$ cat config.mk
export PLATFORM = sky130hd
export DESIGN_NAME = direct_mapped_writeback_cache_tags_top
export DESIGN_NICKNAME = d
export VERILOG_FILES = /design/src/design/dmwbc_pkg.sv /design/src/design/dmwbc_ram.sv /design/src/design/dmwbc_ctrl.sv /design/src/design/dmwbc_dp.sv /design/src/design/direct_mapped_writeback_cache_tags_top.sv
export SDC_FILE = /design/constraint.sdc
export NUM_CORES = 2
export LEC_CHECK = 0
export ABC_CLOCK_PERIOD_IN_PS = 6100
export BUFFER_PORTS_ARGS = -buffer_cell sky130_fd_sc_hd__buf_4
export CORE_ASPECT_RATIO = 0.8
export CORE_UTILIZATION = 55
export CTS_CLUSTER_SIZE = 25
export DETAILED_ROUTE_END_ITERATION = 6
export HOLD_SLACK_MARGIN = 0.08
export PLACE_DENSITY = 0.83
export SETUP_SLACK_MARGIN = 0.2
export SKIP_CTS_REPAIR_TIMING = 1
export SLEW_MARGIN = 0
export SYNTH_ARGS = -nofsm -noshare
export SYNTH_HDL_FRONTEND = slang
export SYNTH_SLANG_ARGS = --single-unit
$ cat constraint.sdc
create_clock -name i_clk -period 6.1 [get_ports i_clk]
set_input_delay 0.915 -clock i_clk [delete_from_list [all_inputs] [get_ports i_clk]]
set_output_delay 0.915 -clock i_clk [all_outputs]
set_load 0.02 [all_outputs]
$ cat src/design/dmwbc_pkg.sv
// Shared types and constants for the direct-mapped write-back cache tag store.
package dmwbc_pkg;

    localparam int unsigned ADDR_W      = 32;
    localparam int unsigned BLOCK_BYTES = 32;
    localparam int unsigned NUM_LINES   = 128;
    localparam int unsigned OFFSET_W    = $clog2(BLOCK_BYTES);
    localparam int unsigned INDEX_W     = $clog2(NUM_LINES);
    localparam int unsigned BLOCK_W     = ADDR_W - OFFSET_W;
    localparam int unsigned TAG_W       = 20;
    localparam int unsigned CNT_W       = 32;
    localparam int unsigned LINE_W      = TAG_W + 1;

    typedef enum logic {
        FUNC_READ  = 1'b0,
        FUNC_WRITE = 1'b1
    } t_func;

    typedef struct packed {
        logic [ADDR_W-1:0] address;
        logic              func;
    } t_req;

    typedef struct packed {
        logic [OFFSET_W-1:0] byte_offset;
        logic [BLOCK_W-1:0]  block_number;
        logic [INDEX_W-1:0]  line_index;
        logic [TAG_W-1:0]    tag;
        logic                miss;
        logic                mem_read;
        logic                mem_write;
        logic                replacement;
        logic [TAG_W-1:0]    evicted_tag;
        logic [CNT_W-1:0]    hit_count;
        logic [CNT_W-1:0]    miss_count;
    } t_rsp;

    typedef enum logic {
        S_IDLE   = 1'b0,
        S_LOOKUP = 1'b1
    } t_state;

    typedef struct packed {
        logic load;
        logic commit;
    } t_cmd;

    typedef struct packed {
        logic out_free;
    } t_status;

endpackage

$ cat src/design/dmwbc_ram.sv
// Generic single-write, single-read RAM with registered read data.
module dmwbc_ram #(
    parameter int unsigned WIDTH = 8,
    parameter int unsigned DEPTH = 16
) (
    input  logic                     i_clk,
    input  logic                     i_we,
    input  logic [$clog2(DEPTH)-1:0] i_waddr,
    input  logic [WIDTH-1:0]         i_wdata,
    input  logic [$clog2(DEPTH)-1:0] i_raddr,
    output logic [WIDTH-1:0]         o_rdata
);

    logic [WIDTH-1:0] r_mem [DEPTH];
    logic [WIDTH-1:0] r_rdata;

    always_ff @(posedge i_clk) begin
        if (i_we) begin
            r_mem[i_waddr] <= i_wdata;
        end
        r_rdata <= r_mem[i_raddr];
    end

    assign o_rdata = r_rdata;

endmodule

$ cat src/design/dmwbc_ctrl.sv
// Controller: request acceptance and lookup sequencing.
module dmwbc_ctrl import dmwbc_pkg::*; (
    input  logic    i_clk,
    input  logic    i_rst_n,
    input  logic    i_req_valid,
    input  t_status i_status,
    output logic    o_req_stall,
    output t_cmd    o_cmd
);

    t_state r_state;
    t_state n_state;

    always_ff @(posedge i_clk) begin
        if (!i_rst_n) begin
            r_state <= S_IDLE;
        end else begin
            r_state <= n_state;
        end
    end

    always_comb begin
        n_state = r_state;
        unique case (r_state)
            S_IDLE: begin
                if (i_req_valid) begin
                    n_state = S_LOOKUP;
                end
            end
            S_LOOKUP: begin
                if (i_status.out_free) begin
                    n_state = S_IDLE;
                end
            end
            default: n_state = S_IDLE;
        endcase
    end

    always_comb begin
        o_req_stall   = 1'b1;
        o_cmd.load    = 1'b0;
        o_cmd.commit  = 1'b0;
        unique case (r_state)
            S_IDLE: begin
                o_req_stall = 1'b0;
                o_cmd.load  = i_req_valid;
            end
            S_LOOKUP: begin
                o_cmd.commit = i_status.out_free;
            end
            default: o_req_stall = 1'b1;
        endcase
    end

endmodule

$ cat src/design/dmwbc_dp.sv
// Datapath: address split, tag/dirty RAM, valid bits, counters, output register.
module dmwbc_dp import dmwbc_pkg::*; (
    input  logic    i_clk,
    input  logic    i_rst_n,
    input  t_req    i_req,
    input  t_cmd    i_cmd,
    input  logic    i_rsp_stall,
    output t_status o_status,
    output logic    o_rsp_valid,
    output t_rsp    o_rsp
);

    logic [ADDR_W-1:0]    r_addr;
    logic                 r_func;
    logic [NUM_LINES-1:0] r_line_valid;
    logic [CNT_W-1:0]     r_hits;
    logic [CNT_W-1:0]     r_misses;
    logic                 r_rsp_valid;
    t_rsp                 r_rsp;

    logic [INDEX_W-1:0] req_idx;
    logic [INDEX_W-1:0] cur_idx;
    logic [TAG_W-1:0]   cur_tag;
    logic [INDEX_W-1:0] ram_raddr;
    logic [LINE_W-1:0]  ram_rdata;
    logic [TAG_W-1:0]   old_tag;
    logic               old_dirty;
    logic               line_v;
    logic               hit;
    logic               repl;
    logic               new_dirty;
    logic [CNT_W-1:0]   n_hits;
    logic [CNT_W-1:0]   n_misses;

    assign req_idx   = i_req.address[OFFSET_W +: INDEX_W];
    assign cur_idx   = r_addr[OFFSET_W +: INDEX_W];
    assign cur_tag   = r_addr[ADDR_W-1 -: TAG_W];
    assign ram_raddr = i_cmd.load ? req_idx : cur_idx;

    dmwbc_ram #(
        .WIDTH (LINE_W),
        .DEPTH (NUM_LINES)
    ) u_tag_ram (
        .i_clk   (i_clk),
        .i_we    (i_cmd.commit),
        .i_waddr (cur_idx),
        .i_wdata ({new_dirty, cur_tag}),
        .i_raddr (ram_raddr),
        .o_rdata (ram_rdata)
    );

    assign old_tag   = ram_rdata[TAG_W-1:0];
    assign old_dirty = ram_rdata[TAG_W];
    assign line_v    = r_line_valid[cur_idx];
    assign hit       = line_v && (old_tag == cur_tag);
    assign repl      = !hit && line_v;
    // hit keeps the old dirty state; a write sets it; a read fill starts clean
    assign new_dirty = (hit && old_dirty) || (r_func == FUNC_WRITE);
    assign n_hits    = hit ? r_hits + 1'b1 : r_hits;
    assign n_misses  = hit ? r_misses : r_misses + 1'b1;

    assign o_status.out_free = !r_rsp_valid || !i_rsp_stall;

    always_ff @(posedge i_clk) begin
        if (i_cmd.load) begin
            r_addr <= i_req.address;
            r_func <= i_req.func;
        end
        if (i_cmd.commit) begin
            r_rsp.byte_offset  <= r_addr[OFFSET_W-1:0];
            r_rsp.block_number <= r_addr[ADDR_W-1:OFFSET_W];
            r_rsp.line_index   <= cur_idx;
            r_rsp.tag          <= cur_tag;
            r_rsp.miss         <= !hit;
            r_rsp.mem_read     <= !hit;
            r_rsp.mem_write    <= repl && old_dirty;
            r_rsp.replacement  <= repl;
            r_rsp.evicted_tag  <= repl ? old_tag : '0;
            r_rsp.hit_count    <= n_hits;
            r_rsp.miss_count   <= n_misses;
        end
    end

    always_ff @(posedge i_clk) begin
        if (!i_rst_n) begin
            r_line_valid <= '0;
            r_hits       <= '0;
            r_misses     <= '0;
            r_rsp_valid  <= 1'b0;
        end else begin
            if (i_cmd.commit) begin
                r_line_valid[cur_idx] <= 1'b1;
                r_hits                <= n_hits;
                r_misses              <= n_misses;
                r_rsp_valid           <= 1'b1;
            end else if (!i_rsp_stall) begin
                r_rsp_valid <= 1'b0;
            end
        end
    end

    assign o_rsp_valid = r_rsp_valid;
    assign o_rsp       = r_rsp;

endmodule

$ cat src/design/direct_mapped_writeback_cache_tags_top.sv
// Sequence: a request is accepted in the idle state, which registers its address
// and the tag RAM read; the lookup state waits while the response register is
// held by a stalled output, then writes back the tag RAM and the response.
// A new request is accepted only after the lookup has committed.
// Reset: synchronous, active low; clears valid bits, counters and handshakes.
module direct_mapped_writeback_cache_tags_top import dmwbc_pkg::*; (
    input  logic i_clk,
    input  logic i_rst_n,
    input  logic i_req_valid,
    output logic o_req_stall,
    input  t_req i_req,
    output logic o_rsp_valid,
    input  logic i_rsp_stall,
    output t_rsp o_rsp
);

    t_cmd    cmd;
    t_status status;

    dmwbc_ctrl u_ctrl (
        .i_clk       (i_clk),
        .i_rst_n     (i_rst_n),
        .i_req_valid (i_req_valid),
        .i_status    (status),
        .o_req_stall (o_req_stall),
        .o_cmd       (cmd)
    );

    dmwbc_dp u_dp (
        .i_clk       (i_clk),
        .i_rst_n     (i_rst_n),
        .i_req       (i_req),
        .i_cmd       (cmd),
        .i_rsp_stall (i_rsp_stall),
        .o_status    (status),
        .o_rsp_valid (o_rsp_valid),
        .o_rsp       (o_rsp)
    );

`ifndef ASSERT_OFF
    a_accept_then_busy: assert property (@(posedge i_clk) disable iff (!i_rst_n)
        (i_req_valid && !o_req_stall) |=> o_req_stall)
        else $error("request accepted while lookup could restart");

    a_rsp_from_lookup: assert property (@(posedge i_clk) disable iff (!i_rst_n)
        $rose(o_rsp_valid) |-> $past(o_req_stall))
        else $error("response without a lookup");

    a_writeback_on_evict: assert property (@(posedge i_clk) disable iff (!i_rst_n)
        (o_rsp_valid && o_rsp.mem_write) |-> (o_rsp.replacement && o_rsp.miss))
        else $error("write-back without eviction");

    a_lookup_commits_once: assert property (@(posedge i_clk) disable iff (!i_rst_n)
        (cmd.commit) |=> !cmd.commit)
        else $error("lookup committed twice");
`endif

endmodule
Yosys cells after proc, flatten, opt, wreduce, memory -nomap -nowiden
Memories as Yosys holds them, arrays and structs flattened. A register that Yosys moved wholly into a read port is not among the register bits.
Cells that the tools add are included.
{ "classes": {"add_sub_neg": 2, "shift": 0, "div": 0, "eq_ne": 2, "n_mux": 17, "n_mul": 0, "order_cmp": 2, "n_reduce_logical": 10, "n_bitwise": 2} }
{ "op_table": {"columns": ["op", "n"], "rows": [
  ["$or 128x128->128", 1],
  ["$add 32x1->32 const B", 2],
  ["$mux 32", 2],
  ["$eq 20x20->1", 1],
  ["$mux 1", 11],
  ["$lt 7x8->1 const B", 1],
  ["$bmux 1 s7", 1],
  ["$demux 1 s7", 1],
  ["$ge 7x1->1 const B", 1],
  ["$mux 7", 1],
  ["$logic_and 1x1->1", 5],
  ["$logic_not 1->1", 3],
  ["$logic_or 1x1->1", 2],
  ["$ne 2x1->1 const B", 1],
  ["$pmux 1 s2", 1],
  ["$not 1->1", 1]
]} }
{ "word_totals": {"romBits": 0, "latch_bits": 0, "ff_bits": 373, "mem_count": 1, "mem_bits_rw": 2688} }
{ "mem_list": {"columns": ["memory", "words", "width", "read_ports", "rd_clocked_by_memory_dff", "wr", "line", "rtl"], "rows": [
  ["u_dp.u_tag_ram.r_mem", 128, 21, 1, 1, 1, "dmwbc_ram.sv:14", "logic [WIDTH-1:0] r_mem [DEPTH];"]
]} }

Longest topological paths before layout
{ "depth": {"depth_word": 6, "depth_mapped": 14, "ltp_nobuf": 9} }

Hierarchy
Synthesis repeated with hierarchy kept, for this count alone.
{ "hier_totals": {"cells_unflattened": 5424, "area_unflattened_um2": 117826.8} }
{ "by_module_without_submodules": {"columns": ["mod", "cells_each", "area_per_inst_um2", "n_inst"], "rows": [
  ["dmwbc_ram", 3995, 102881.2, 1],
  ["dmwbc_dp", 1424, 14899.3, 1],
  ["dmwbc_ctrl", 5, 46.3, 1]
]} }

Worst setup path before layout
OpenSTA, ideal clock, no wires.
{ "synth_timing": {"path_kind": "input-to-reg", "start": "input i_rsp_stall", "end": "register u_dp.r_misses[13]", "slack_ps": 341, "setup_ps": 128, "cell_stages": 9, "arrival_ps": 5631, "n_path_buf": 3, "cell_sequence": "nand2_1 > nand2_1 > clkbuf_1 > inv_1 > clkbuf_1 > clkbuf_1 > nand3_1 > xor2_1 > nor2_1"} }
{ "synth_via": {"elab_chain_cells": 3} }
{ "synth_rtl": {"columns": ["item", "line", "rtl"], "rows": [
  ["start, declared", "direct_mapped_writeback_cache_tags_top.sv:13", "input logic i_rsp_stall,"],
  ["$logic_not 1->1", "dmwbc_dp.sv:62", "assign o_status.out_free = !r_rsp_valid || !i_rsp_stall;"],
  ["$logic_or 1x1->1", "dmwbc_dp.sv:62", null],
  ["$mux 1", "dmwbc_ctrl.sv:43", "unique case (r_state)"],
  ["via u_dp.u_tag_ram.i_we", "dmwbc_ram.sv:7", "input logic i_we,"],
  ["end signal, assigned", "dmwbc_dp.sv:94", "r_misses <= n_misses;"],
  ["end, declared", "dmwbc_dp.sv:17", "logic [CNT_W-1:0] r_misses;"]
]} }
The timed path passes the listed nets, and every way through them passes these cells.
A chain may end at the register's enable or synchronous reset.

Final worst setup path
{ "layout_timing": {"start": "register u_ctrl.r_state", "end": "register u_dp.u_tag_ram.r_rdata[5], in the netlist u_dp.u_tag_ram.o_rdata[5], read port of u_dp.u_tag_ram.r_mem"} }
{ "layout_via": {"elab_chain_cells": 2} }
{ "layout_rtl": {"columns": ["item", "line", "rtl"], "rows": [
  ["start, declared", "dmwbc_ctrl.sv:11", "t_state r_state;"],
  ["start signal, assigned", "dmwbc_ctrl.sv:18", "r_state <= n_state;"],
  ["$mux 1", "dmwbc_ctrl.sv:43", null],
  ["$mux 7", "dmwbc_dp.sv:38", "assign ram_raddr = i_cmd.load ? req_idx : cur_idx;"],
  ["end, declared", "dmwbc_ram.sv:15", "logic [WIDTH-1:0] r_rdata;"]
]} }
Every way passes these cells.

==> load_flow_metrics.sql <==
INSERT INTO impl_metrics (metric_group, metric, value, unit) VALUES
('outcome', 'outcome', 'complete, but fails checks', ''),
('outcome', 'violations', 'DRC', ''),
('setup_path', 'critical_path_class', 'reg2reg', ''),
('timing', 'rsz0062_at_grt', 'no', ''),
('clocking', 'max-clock-path-buffers', '4', ''),
('grt', 'grt_start_max_net_pins', '120', ''),
('timing', 'relSlewSlack', '8.251', '%'),
('final_layout', 'layout.filler_cells', '13124', ''),
('power', 'seq_power_share', '52.6', '%'),
('logic_synthesis', 'synth.yosys.seq_area_share', '76.56', '%'),
('route', 'totalWireLength', '341200', 'µm'),
('setup_path', 'crit_path_end_kind', 'flop', ''),
('logic_synthesis', 'synth.largest_area_cell', 'edfxtp_1', ''),
('timing', 'worst-slew-pin-transition', '1.376', 'ns'),
('final_layout', 'finalCoreUtilization', '62.53', '%'),
('logic_synthesis', 'synth.cells.most_frequent', '2840 x edfxtp_1, 714 x mux4_2, 480 x nor2_1', ''),
('clocking', 'clk_pin_slew', '0.07', 'ns'),
('grt', 'grt_use_total', '31.53', '%'),
('timing', 'fin_worst_hold_slack', '0.1467', 'ns'),
('setup_path', 'critical_path.startpoint_type', 'flop', ''),
('route', 'average_vias_per_placed_instance', '7.031', ''),
('grt', 'first_global_vias', '64018', ''),
('flow_run', 'max-cap-violations', '0', ''),
('grt', 'congestion_overflow_gr', '0', ''),
('logic_synthesis', 'yosys_register_bits', '3055', ''),
('floorplan', 'core_area', '0.2116', 'mm²'),
('power', 'netSwitchingPower', '10.26', 'mW'),
('power', 'vdd.ir_drop.worst', '0.0002583', 'V'),
('route', 'wl_met2', '153200', 'µm'),
('clocking', 'clock_tree_from_tritoncts', 'done', ''),
('route', 'routed_via_count', '65490', ''),
('timing', 'timing.final.hold_violations', '0', ''),
('floorplan', 'die_width', '517.7', 'µm'),
('route', 'ant_nets', '0', ''),
('power', 'power.share.combinational', '7.9', '%'),
('logic_synthesis', 'leading_cell_type_by_number_of_instances_after_synthesis', 'edfxtp_1', ''),
('final_layout', 'count_of_nets_after_finishing', '6295', ''),
('route', 'post-route-drc-count', '81', ''),
('timing', 'final_max_slew_viol_count', '0', ''),
('timing', 'clock_skews', '0.07081', 'ns'),
('final_layout', 'final_layout_size_suffix_gt1_share', '26.77', '%'),
('floorplan', 'start_util', '55.30', '%'),
('logic_synthesis', 'synth-edff-count', '2840', ''),
('clocking', 'cts_buffers', '290', ''),
('route', 'detail_route.wirelength.met1', '110600', 'µm'),
('route', 'highest_layer', 'met5', ''),
('clocking', 'clockRootBuffer', 'clkbuf_16', ''),
('floorplan', 'row_count', '151', ''),
('final_layout', 'syn2layout_area_growth', '13.07', '%'),
('placed_design', 'count_of_buffers_inserted_at_the_top_level_ports', '185', ''),
('logic_synthesis', 'ys_async_sr_fraction', '0', '%'),
('logic_synthesis', 'synthTopCellsByArea', 'edfxtp_1 73%, mux4_2 14%, dfxtp_1 3.7%', ''),
('floorplan', 'design.portCount', '186', ''),
('setup_path', 'critical_path.max_fanout', '57', ''),
('power', 'internal-power', '34.11', 'mW'),
('final_layout', 'layout.area.seq', '0.08959', 'mm²'),
('power', 'power.static_leakage', '42.47', 'nW'),
('timing', 'timing.fmax', '0.1861', 'GHz'),
('logic_synthesis', 'synth_ff_type', 'edfxtp_1', ''),
('placed_design', 'hpwl', '188600', 'µm'),
('route', 'drt_iter0_markers', '13080', ''),
('logic_synthesis', 'synthesis.area_per_instance', '20.10', 'µm²'),
('grt', 'grt_antenna_before_repair', '28', ''),
('logic_synthesis', 'synth_fp_nets', '5861', ''),
('clocking', 'clk-insertion-delay-late', '0.96', 'ns'),
('floorplan', 'die_area', '0.2146', 'mm²'),
('logic_synthesis', 'synth.yosys.warnings', '0', ''),
('placed_design', 'final_weighted_congestion_in_routability_driven_placement', '0.9264', ''),
('setup_path', 'timing.critical_path.required', '6.88', 'ns'),
('logic_synthesis', 'synth_cell_types', '49', ''),
('route', 'met3_wirelength', '57520', 'µm');
metrics by stage:
stage,power [mW],setup WS [ns],std cells,cell area (µm²)
floorplan,25.68,0.3414,5822,117000
global route,45.15,0.7039,9303,132300
detailed placement,27.06,0.2656,8794,123400
CTS,44.22,0.7982,9295,132300
global placement,26.96,0.3789,8794,123400
finish,44.37,0.7261,9314,132300
state kept, by name (all words and copies together) (netlist names):
name / cells
u_dp.r_func: 1
u_dp.r_line_valid: 128
u_dp.u_tag_ram.r_mem: 2688
u_dp.r_addr: 32
u_ctrl.r_state: 1
u_dp.r_hits: 32
u_dp.o_rsp: 119
u_dp.o_rsp_valid: 1
u_dp.r_misses: 32
u_dp.u_tag_ram.o_rdata: 21
area by class of cell:
type / count / area share, %
Antenna cell: 19 / 0.03593
Clock buffer: 375 / 5.960
Clock inverter: 126 / 0.7688
Inverter: 27 / 0.08416
Multi-Input combinational cell: 2411 / 19.88
Sequential cell: 3055 / 67.71
Tap cell: 2830 / 2.676
Timing Repair Buffer: 471 / 2.890
power by group through the flow:
stage               Combinational (mW)  Sequential (mW)  Clock [mW]
floorplan                         1.86             23.8           0
global placement                  3.22             23.7           0
detailed placement                3.31             23.7           0
CTS                               3.41             23.3        17.5
global route                      3.57             23.3        18.3
finish                            3.51             23.3        17.5
logic make-up after synthesis:
| kind of cell | after synthesis | share of synthesized area, % |
|---|---|---|
| adders and majority gates | 2 | 0.02138 |
| and+or+nand+nor | 1118 | 4.223 |
| muxes | 955 | 15.81 |
| buffers and inverters | 356 | 1.375 |
| xor gates and xnor gates | 133 | 0.9955 |
| AOI/OAI and AO/OA | 203 | 1.022 |
| DFF | 3055 | 76.56 |
cells in the final DEF, fill, tap and decap left out, drive strengths merged, types with 8 or more instances in the layout:
master  instances
nand3         185
nand4          15
mux2i         239
xor2           59
inv            23
dfxtp         215
buf           471
a21oi          29
bufinv         15
and3           16
clkbuf        375
diode          19
nor4           32
nor2b          27
o22ai         116
nand2         252
nor2          481
clkinv        109
edfxtp       2840
mux4          714
or3            33
nand2b          8
nor3           24
o21ai          48
xnor2          74
and2           27
metal layers:
layer	vias up	global-route usage (%)
li1	24323	-
met1	33135	40.62
met2	6708	46.70
met3	1312	12.80
met4	12	15.35
met5	-	0.8418
path summary, 6_finish.rpt:
kind | from | to | slack [ns] | depth (start not counted)
max reg2reg | u_ctrl.r_state | u_dp.u_tag_ram.o_rdata[5] | 0.73 | 11
max | u_ctrl.r_state | u_dp.u_tag_ram.o_rdata[5] | 0.73 | 11
min | i_req[19] | u_dp.r_addr[18] | 0.15 | 1
min reg2reg | u_dp.r_addr[2] | u_dp.o_rsp[144] | 0.43 | 0
critical path, stage by stage, from the launching register on:
cell and delay (ns):
dfxtp_1 0.38, nor2b_4 0.31, mux2i_4 0.37, buf_12 0.39, buf_12 0.48, mux4_2 0.57
mux2i_1 0.62, o22ai_1 0.39, nor4_1 0.86, buf_4 0.28, o21ai_1 0.07, or3_1 0.35
(Power assumes the default switching activity.)
